$ cat config.mk
export PLATFORM = sky130hd
export DESIGN_NAME = halton_subpixel_jitter
export DESIGN_NICKNAME = d
export VERILOG_FILES = /design/src/rtl/hsj_pkg.sv /design/src/rtl/halton_subpixel_jitter.sv
export SDC_FILE = /design/constraint.sdc
export NUM_CORES = 2
export LEC_CHECK = 0
export ABC_AREA = 1
export BUFFER_PORTS_ARGS = -buffer_cell sky130_fd_sc_hd__buf_2
export CAP_MARGIN = 15
export CORE_MARGIN = 2
export CORE_UTILIZATION = 40
export DETAILED_ROUTE_END_ITERATION = 8
export GPL_TIMING_DRIVEN = 0
export REMOVE_ABC_BUFFERS = 1
export SETUP_SLACK_MARGIN = 0.05
export SYNTH_ARGS = -nofsm -noshare
export SYNTH_HDL_FRONTEND = slang
export SYNTH_SLANG_ARGS = --single-unit
$ cat constraint.sdc
create_clock -name i_clk -period 16.12 [get_ports i_clk]
set_input_delay 2.418 -clock i_clk [delete_from_list [all_inputs] [get_ports i_clk]]
set_output_delay 2.418 -clock i_clk [all_outputs]
set_load 0.03 [all_outputs]
$ cat src/rtl/hsj_pkg.sv
// Shared constants, types and constant jitter tables for the Halton (2,3) jitter block.
// No dependencies; imported by halton_subpixel_jitter.
`timescale 1ns / 1ps
`default_nettype none

package hsj_pkg;

    // Sequence and fixed-point configuration
    localparam int MAX_PHASES    = 128;
    localparam int MIN_PHASES    = 8;
    localparam int PHASE_SCALE   = 8;
    localparam int FRACTION_BITS = 16;

    // Field widths
    localparam int DIM_W   = 14;
    localparam int FRAME_W = 31;

    // Phase count and sequence index widths
    localparam int PH_W  = $clog2(MAX_PHASES + 1);
    localparam int IDX_W = $clog2(MAX_PHASES);
    localparam int TAB_N = 1 << IDX_W;

    // Phase count divider widths
    localparam int SQ_W   = 2 * DIM_W;
    localparam int NUM_W  = SQ_W + $clog2(2 * PHASE_SCALE) + 1;
    localparam int DEN_W  = SQ_W + 1;
    localparam int CMP_W  = DEN_W + PH_W;
    localparam int STEP_W = (PH_W > 1) ? $clog2(PH_W) : 1;

    // Modulo pipeline: frame bits consumed per stage
    localparam int MOD_DIGITS = 4;
    localparam int MOD_ST     = (FRAME_W + MOD_DIGITS - 1) / MOD_DIGITS;
    localparam int FRM_PAD    = MOD_ST * MOD_DIGITS;

    // Configuration register indexes
    localparam int CFG_IDX_W = 2;
    typedef logic [CFG_IDX_W-1:0] t_cfg_idx;
    localparam t_cfg_idx REG_DISPLAY_WIDTH = t_cfg_idx'(0);
    localparam t_cfg_idx REG_RENDER_WIDTH  = t_cfg_idx'(1);

    typedef logic [DIM_W-1:0]                 t_dim;
    typedef logic [FRAME_W-1:0]               t_frame;
    typedef logic signed [FRACTION_BITS-1:0]  t_jitter;
    typedef t_jitter                          t_jit_table [TAB_N];

    localparam longint SCALE = longint'(1) << FRACTION_BITS;
    localparam longint HALF  = SCALE >> 1;

    function automatic int ternary_digits();
        int     n;
        longint pw;
        n  = 0;
        pw = 1;
        while (pw <= longint'(TAB_N)) begin
            pw = pw * 3;
            n  = n + 1;
        end
        return n;
    endfunction

    function automatic longint pow3(int n);
        longint pw;
        pw = 1;
        for (int i = 0; i < n; i++) begin
            pw = pw * 3;
        end
        return pw;
    endfunction

    localparam int     DIGITS3 = ternary_digits();
    localparam longint DEN2    = longint'(1) << PH_W;
    localparam longint DEN3    = pow3(DIGITS3);

    // Base-2 radical inverse minus one half, table entry k is for index k+1
    function automatic t_jit_table build_x_table();
        t_jit_table tab;
        longint     num;
        longint     biased;
        longint     value;
        longint     idx;
        for (int k = 0; k < TAB_N; k++) begin
            idx = longint'(k + 1);
            num = 0;
            for (int b = 0; b < PH_W; b++) begin
                num = num * 2 + (idx % 2);
                idx = idx / 2;
            end
            biased = (2 * num * SCALE + DEN2) / (2 * DEN2);
            value  = biased - HALF;
            if (value > HALF - 1) value = HALF - 1;
            if (value < -HALF) value = -HALF;
            tab[k] = t_jitter'(value);
        end
        return tab;
    endfunction

    // Base-3 radical inverse minus one half, table entry k is for index k+1
    function automatic t_jit_table build_y_table();
        t_jit_table tab;
        longint     num;
        longint     biased;
        longint     value;
        longint     idx;
        for (int k = 0; k < TAB_N; k++) begin
            idx = longint'(k + 1);
            num = 0;
            for (int b = 0; b < DIGITS3; b++) begin
                num = num * 3 + (idx % 3);
                idx = idx / 3;
            end
            biased = (2 * num * SCALE + DEN3) / (2 * DEN3);
            value  = biased - HALF;
            if (value > HALF - 1) value = HALF - 1;
            if (value < -HALF) value = -HALF;
            tab[k] = t_jitter'(value);
        end
        return tab;
    endfunction

    localparam t_jit_table JIT_X_TABLE = build_x_table();
    localparam t_jit_table JIT_Y_TABLE = build_y_table();

endpackage

`default_nettype wire

$ cat src/rtl/halton_subpixel_jitter.sv
// Top level of the Halton (2,3) sub-pixel jitter generator.
// Depends on hsj_pkg for widths, register indexes and the jitter tables.
`timescale 1ns / 1ps
`default_nettype none

// Takes one frame number per cycle unless o_in_stall is high and returns one
// signed Q0.16 jitter pair per request, in order, through an input register,
// one modulo stage per four frame bits, and a registered table lookup.
// Stages hold their data under output stall and empty stages fill, so
// requests keep flowing into bubbles. After each write to display_width or
// render_width the phase count is recomputed by a sequential unit (a squaring
// state, a setup state, one range check, then, unless the check saturates,
// one restoring divide step per phase-count bit); during that time the frame
// input is stalled and the config port not ready.
// A render width of zero forces both offsets to zero.
module halton_subpixel_jitter (
    input  wire                   i_clk,
    input  wire                   i_rst_n,
    // frame request channel
    input  wire                   i_in_valid,
    output logic                  o_in_stall,
    input  wire hsj_pkg::t_frame  i_frame_number,
    // jitter result channel
    output logic                  o_out_valid,
    input  wire                   i_out_stall,
    output hsj_pkg::t_jitter      o_jitter_x,
    output hsj_pkg::t_jitter      o_jitter_y,
    // configuration write channel
    input  wire                   i_cfg_valid,
    output logic                  o_cfg_ready,
    input  wire hsj_pkg::t_cfg_idx i_cfg_index,
    input  wire hsj_pkg::t_dim    i_cfg_data
);

    import hsj_pkg::*;

    localparam int NS = MOD_ST + 2;

    typedef enum logic [2:0] {
        ST_IDLE,
        ST_SQUARE,
        ST_PREP,
        ST_CHECK,
        ST_DIVIDE
    } t_state;

    // ---------------------------------------------------------------
    // Configuration and phase count unit
    // ---------------------------------------------------------------
    t_state              r_state;
    t_dim                r_display;
    t_dim                r_render;
    logic [SQ_W-1:0]     r_dsq;
    logic [SQ_W-1:0]     r_rsq;
    logic [NUM_W-1:0]    r_num;
    logic [DEN_W-1:0]    r_den;
    logic [PH_W-1:0]     r_quot;
    logic [STEP_W-1:0]   r_step;
    logic [PH_W-1:0]     r_phases;

    logic                w_cfg_wr;
    logic                w_busy;
    logic [CMP_W-1:0]    w_den_sh;
    logic [CMP_W-1:0]    w_num_ext;
    logic                w_fits;
    logic [PH_W-1:0]     w_quot_next;
    logic                w_zero;

    assign w_busy    = (r_state != ST_IDLE);
    assign o_cfg_ready = !w_busy;
    assign w_cfg_wr  = i_cfg_valid && o_cfg_ready;
    assign w_zero    = (r_render == '0);

    assign w_num_ext = CMP_W'(r_num);
    assign w_den_sh  = CMP_W'(r_den) << r_step;
    assign w_fits    = (w_num_ext >= w_den_sh);

    always_comb begin
        w_quot_next = r_quot;
        if (w_fits) begin
            w_quot_next[r_step] = 1'b1;
        end
    end

    always_ff @(posedge i_clk) begin
        if (!i_rst_n) begin
            r_state   <= ST_IDLE;
            r_display <= '0;
            r_render  <= '0;
            r_phases  <= PH_W'(MIN_PHASES);
            r_step    <= '0;
            r_quot    <= '0;
        end else begin
            unique case (r_state)
                ST_IDLE: begin
                    if (w_cfg_wr) begin
                        unique case (i_cfg_index)
                            REG_DISPLAY_WIDTH: begin
                                r_display <= i_cfg_data;
                                r_state   <= ST_SQUARE;
                            end
                            REG_RENDER_WIDTH: begin
                                r_render <= i_cfg_data;
                                r_state  <= ST_SQUARE;
                            end
                            default: begin
                                // drop writes to unknown registers
                            end
                        endcase
                    end
                end
                ST_SQUARE: begin
                    r_dsq   <= SQ_W'(r_display) * SQ_W'(r_display);
                    r_rsq   <= SQ_W'(r_render) * SQ_W'(r_render);
                    r_state <= ST_PREP;
                end
                ST_PREP: begin
                    // round(8*(d/r)^2) = floor((16 d^2 + r^2) / (2 r^2))
                    r_num   <= NUM_W'(r_dsq) * NUM_W'(2 * PHASE_SCALE) + NUM_W'(r_rsq);
                    r_den   <= DEN_W'(r_rsq) << 1;
                    r_state <= ST_CHECK;
                end
                ST_CHECK: begin
                    r_quot <= '0;
                    r_step <= STEP_W'(PH_W - 1);
                    if (w_num_ext >= CMP_W'(r_den) * CMP_W'(MAX_PHASES)) begin
                        // saturate at the top; also covers a zero render width
                        r_phases <= PH_W'(MAX_PHASES);
                        r_state  <= ST_IDLE;
                    end else begin
                        r_state <= ST_DIVIDE;
                    end
                end
                ST_DIVIDE: begin
                    r_quot <= w_quot_next;
                    if (w_fits) begin
                        r_num <= NUM_W'(w_num_ext - w_den_sh);
                    end
                    if (r_step == '0) begin
                        r_phases <= (w_quot_next < PH_W'(MIN_PHASES)) ?
                                    PH_W'(MIN_PHASES) : w_quot_next;
                        r_state  <= ST_IDLE;
                    end else begin
                        r_step <= r_step - 1'b1;
                    end
                end
                default: r_state <= ST_IDLE;
            endcase
        end
    end

    // ---------------------------------------------------------------
    // Request pipeline: input register, modulo stages, table lookup
    // ---------------------------------------------------------------
    function automatic logic [IDX_W-1:0] mod_step(
        input logic [IDX_W-1:0]      rem,
        input logic [MOD_DIGITS-1:0] bits,
        input logic [PH_W-1:0]       p
    );
        logic [PH_W:0] t;
        t = (PH_W + 1)'(rem);
        for (int i = MOD_DIGITS - 1; i >= 0; i--) begin
            t = {t[PH_W-1:0], bits[i]};
            if (t >= {1'b0, p}) begin
                t = t - {1'b0, p};
            end
        end
        return t[IDX_W-1:0];
    endfunction

    logic                 r_vld   [NS];
    logic [FRM_PAD-1:0]   r_frame [MOD_ST];
    logic [IDX_W-1:0]     r_rem   [1:MOD_ST];
    t_jitter              r_jx;
    t_jitter              r_jy;
    logic [NS:0]          w_ready;
    logic                 w_accept;

    always_comb begin
        w_ready[NS] = !i_out_stall;
        for (int s = NS - 1; s >= 0; s--) begin
            w_ready[s] = !r_vld[s] || w_ready[s+1];
        end
    end

    assign o_in_stall = !w_ready[0] || w_busy;
    assign w_accept   = i_in_valid && !o_in_stall;

    always_ff @(posedge i_clk) begin
        if (!i_rst_n) begin
            r_vld[0] <= 1'b0;
        end else if (w_ready[0]) begin
            r_vld[0] <= w_accept;
        end
    end

    always_ff @(posedge i_clk) begin
        if (w_ready[0]) begin
            r_frame[0] <= FRM_PAD'(i_frame_number);
        end
    end

    for (genvar s = 1; s <= MOD_ST; s++) begin : g_mod
        always_ff @(posedge i_clk) begin
            if (!i_rst_n) begin
                r_vld[s] <= 1'b0;
            end else if (w_ready[s]) begin
                r_vld[s] <= r_vld[s-1];
            end
        end

        // consume the frame bits most significant first
        if (s == 1) begin : g_first
            always_ff @(posedge i_clk) begin
                if (w_ready[s]) begin
                    r_rem[s] <= mod_step('0, r_frame[0][FRM_PAD-1 -: MOD_DIGITS],
                                         r_phases);
                end
            end
        end else begin : g_next
            always_ff @(posedge i_clk) begin
                if (w_ready[s]) begin
                    r_rem[s] <= mod_step(r_rem[s-1],
                                         r_frame[s-1][FRM_PAD-1-MOD_DIGITS*(s-1) -: MOD_DIGITS],
                                         r_phases);
                end
            end
        end

        if (s < MOD_ST) begin : g_pass
            always_ff @(posedge i_clk) begin
                if (w_ready[s]) begin
                    r_frame[s] <= r_frame[s-1];
                end
            end
        end
    end

    always_ff @(posedge i_clk) begin
        if (!i_rst_n) begin
            r_vld[NS-1] <= 1'b0;
        end else if (w_ready[NS-1]) begin
            r_vld[NS-1] <= r_vld[NS-2];
        end
    end

    // table entry k holds the jitter for sequence index k+1
    always_ff @(posedge i_clk) begin
        if (w_ready[NS-1]) begin
            if (w_zero) begin
                r_jx <= '0;
                r_jy <= '0;
            end else begin
                r_jx <= JIT_X_TABLE[r_rem[MOD_ST]];
                r_jy <= JIT_Y_TABLE[r_rem[MOD_ST]];
            end
        end
    end

    assign o_out_valid = r_vld[NS-1];
    assign o_jitter_x  = r_jx;
    assign o_jitter_y  = r_jy;

endmodule

`default_nettype wire

==> results.md <==
* DIE WIDTH at ~340 um
* Synthesized flop and latch total at a little under 400
* Clock skew at 45.7 ps
* Port buffer count at 78
* Crit path buffers/inverters at 7
* Post-CTS resize count at 0
* Die area at roughly 110,000 um2
* Most frequent cells in the layout: nand2_1 (1,245), inv_1 (871), ha_1 (513), a21oi_1 (393), o21ai_0 (368)
* Fill cell count at 11.0k
* Final hold vios at 0
* Final period util at between 50% and 60%
* Met3 usage at under 10%
* Max Slew Vio Count at 0
* Worst hold slack at 395 ps
* Critical Path Sink Type: primary output
* Status: completed
* Share of layout cells above drive strength 1 at 7.18%
* Max-slew headroom at roughly 16%
* H-tree level count at 2
* Global-route wire length before repair at roughly 190,000 um
* Layer with the highest usage: met2
* Worst setup path start: i_out_stall
* Commonest non-fill, non-tap cell in the layout: nand2_1
* Slowest stage cell, crit path: nand2_2
* CTS Buf Count at 50
* Hold Path Class: reg2reg
* CTS Sinks at 397
* Wire per inst at 16.5 um
* Worst setup SP type: input port
* GRT Total Usage at 20.8%
* Die height at around 340 um
* Initial Util at 40.5%
* WS Path Type: in2out
* Area growth from synthesis to layout at 8.75%
* EDFF count, synth at 346
* Cts hold-fix bufs at 0
* Worst path required time at 13,700 ps
* Largest net degree at the start of global routing at 57
* Synth Cell Area at 44,200 um2
* CP cell instances: buf_2 > nand2_1 > nor2_1 > inv_2 > nor2_2 > inv_2 > nor2_2 > inv_2 > nor2_2 > nand2_1 > inv_1 > nand2_2 > nor2_4 > inv_2 > nor2_4 > nand2_2 > nand2_2 > buf_2
* Top-Level Pins at 87
* DR vias at about 37k
* Worst endpoint data arrival time at ~6900 ps
* Ys async rst share at 0%
* Syn avg cell area at 7.94 um2
* Crit path to: o_in_stall
* Yosys cell types at 80
* CP delay by family, top: simple AND/OR/NAND/NOR gates
* Max-cap violations at 0
* CTS tree: built
* Yosys warning count at 0
* Main synth FF type: edfxtp_1
* Area fraction of the dominant cell type after synthesis at 23.5%
* Antenna Cells at 0
* Total gr overflow at 0
* Total wire length at 117,000 um
* R2r startpoint: r_phases[1]
* Post-synthesis sequential area ratio at 25.8%
* RSZ-0062 raised after global routing: no
* Vias in the first global route at between 30k and 40k
* Floorplan core area at 109,000 um2
* Most frequent CP cell: inv_2
* CP max FO at 32
* Cells after synthesis at roughly 5.6k
* Routed vias/inst at 5.18
* Root Driver: clkbuf_16
* Worst slew pin tran at between 1000 and 1500 ps
* Post-route minimum period at 9270 ps
* Met2 Usage GRT at 34.8%
* Synth area leaders: edfxtp_1 (23%), ha_1 (15%), fa_1 (12%)
* Maximum clock rate at 108 MHz
* Skew-Pair Late Insertion Delay at 640 ps
* Largest area contributor in the netlist: edfxtp_1
* Dpl cell area at 46,300 um2
* DRC at 0
* Met1 Track Usage GR at 28.6%
* Drt initial violations at around 2.8k
* Final ANT Viol Nets at 0
* Worst reg2reg path depth at 40
* Initial antenna violation count at 0
* Post-CTS setup buffer count at 0
* GP Congestion at 0.974
* Setup TNS at 0 ps
* Final nets at 6,429
* Final instance area at 48,100 um2
* Final HPWL from detailed placement at 91,100 um
* Critical path depth at 18
* Final setup viols at 0
* Drt first pass iters at 6
* Clock buffer depth at 3
* Clock transition at path regs at roughly 60 ps
* Slowest stage delay, CP at approximately 690 ps
* Rows at 121
* Reg2Reg Capture Point: r_rem[0][49]
* Reg2reg setup slack at 7920 ps
## metrics by stage
step                      setup WS (ps)  cells  utilization [%]
after CTS                          5310   7115             43.9
after floorplan                    7510   5447                -
after global routing               6260   7117             44.0
final                              6850   7117             44.0
after global placement             4760   7001             42.0
after detailed placement           5360   7023             42.4
## worst reg2reg max path, delay by kind of cell, from the launching register on
| family | cells | cell delay, ps |
|---|---|---|
| muxes | 1 | 420 |
| and+or+nand+nor | 19 | 2040 |
| buffers and inverters | 3 | 1010 |
| DFF | 1 | 840 |
| adders and majority gates | 4 | 1360 |
| AOI/OAI and AO/OA | 13 | 2270 |
## worst min-delay path by stage
stage / startpoint / endpoint / slack, ps / depth (start not counted)
floorplan: r_frame[0][68] / r_frame[0][100] / 400 / 0
global placement: r_frame[0][12] / r_frame[0][44] / 400 / 0
detailed placement: r_frame[0][24] / r_frame[0][56] / 400 / 0
CTS: r_frame[0][33] / r_frame[0][65] / 390 / 0
global route: r_frame[0][53] / r_frame[0][85] / 400 / 0
finish: r_frame[0][33] / r_frame[0][65] / 400 / 0
## final cells by class
| class | count | area [um2] | area share, % |
|---|---|---|---|
| inverters | 914 | 3440 | 7.16 |
| well taps | 1476 | 1850 | 3.84 |
| repair buffers | 102 | 856 | 1.78 |
| clock buffers | 52 | 1280 | 2.66 |
| flip-flops and latches | 397 | 11400 | 23.7 |
| multi-input cells | 4136 | 28800 | 59.9 |
| clock inverters | 40 | 453 | 0.942 |
## synth_stat cells, drive strengths merged, types with 27 or more instances
cell,count
or2,28
o21bai,27
nor2,374
nand4,63
nand2,1279
edfxtp,346
nand3,211
clkbuf,94
a21oi,405
fa,263
ha,513
xor2,154
dfxtp,51
buf,36
inv,911
xnor2,81
nor3,58
o21ai,447
## cells by family (layout without fill, tap and decap cells)
group	after synthesis	in the layout	share of synthesized area, %
compound gates	1052	1052	13.6
xor+xnor	235	235	4.65
fa+ha+maj	776	776	26.4
buf+inv	1044	1108	9.20
flops	397	397	25.8
mux	12	12	0.280
other cells	1	11	0.00848
simple gates	2050	2050	20.0
## state kept, by name, indices dropped and copies added (netlist names)
signal / cells
r_den: 27
r_step: 3
r_phases: 8
r_rem: 56
r_dsq: 27
r_display: 14
r_rsq: 27
r_state: 3
r_vld: 10
o_jitter_x: 8
r_frame: 143
o_jitter_y: 16
r_num: 33
r_render: 14
r_quot: 8
## layer usage
layer  up-vias  wire [um]
li1      18453          -
met1     17319      54700
met2       876      54200
met3       189       5530
met4         0       3150
met5         -          0
Power is not shown: default switching activity piles up to over one toggle a cycle in this logic, so the estimate is an artifact.
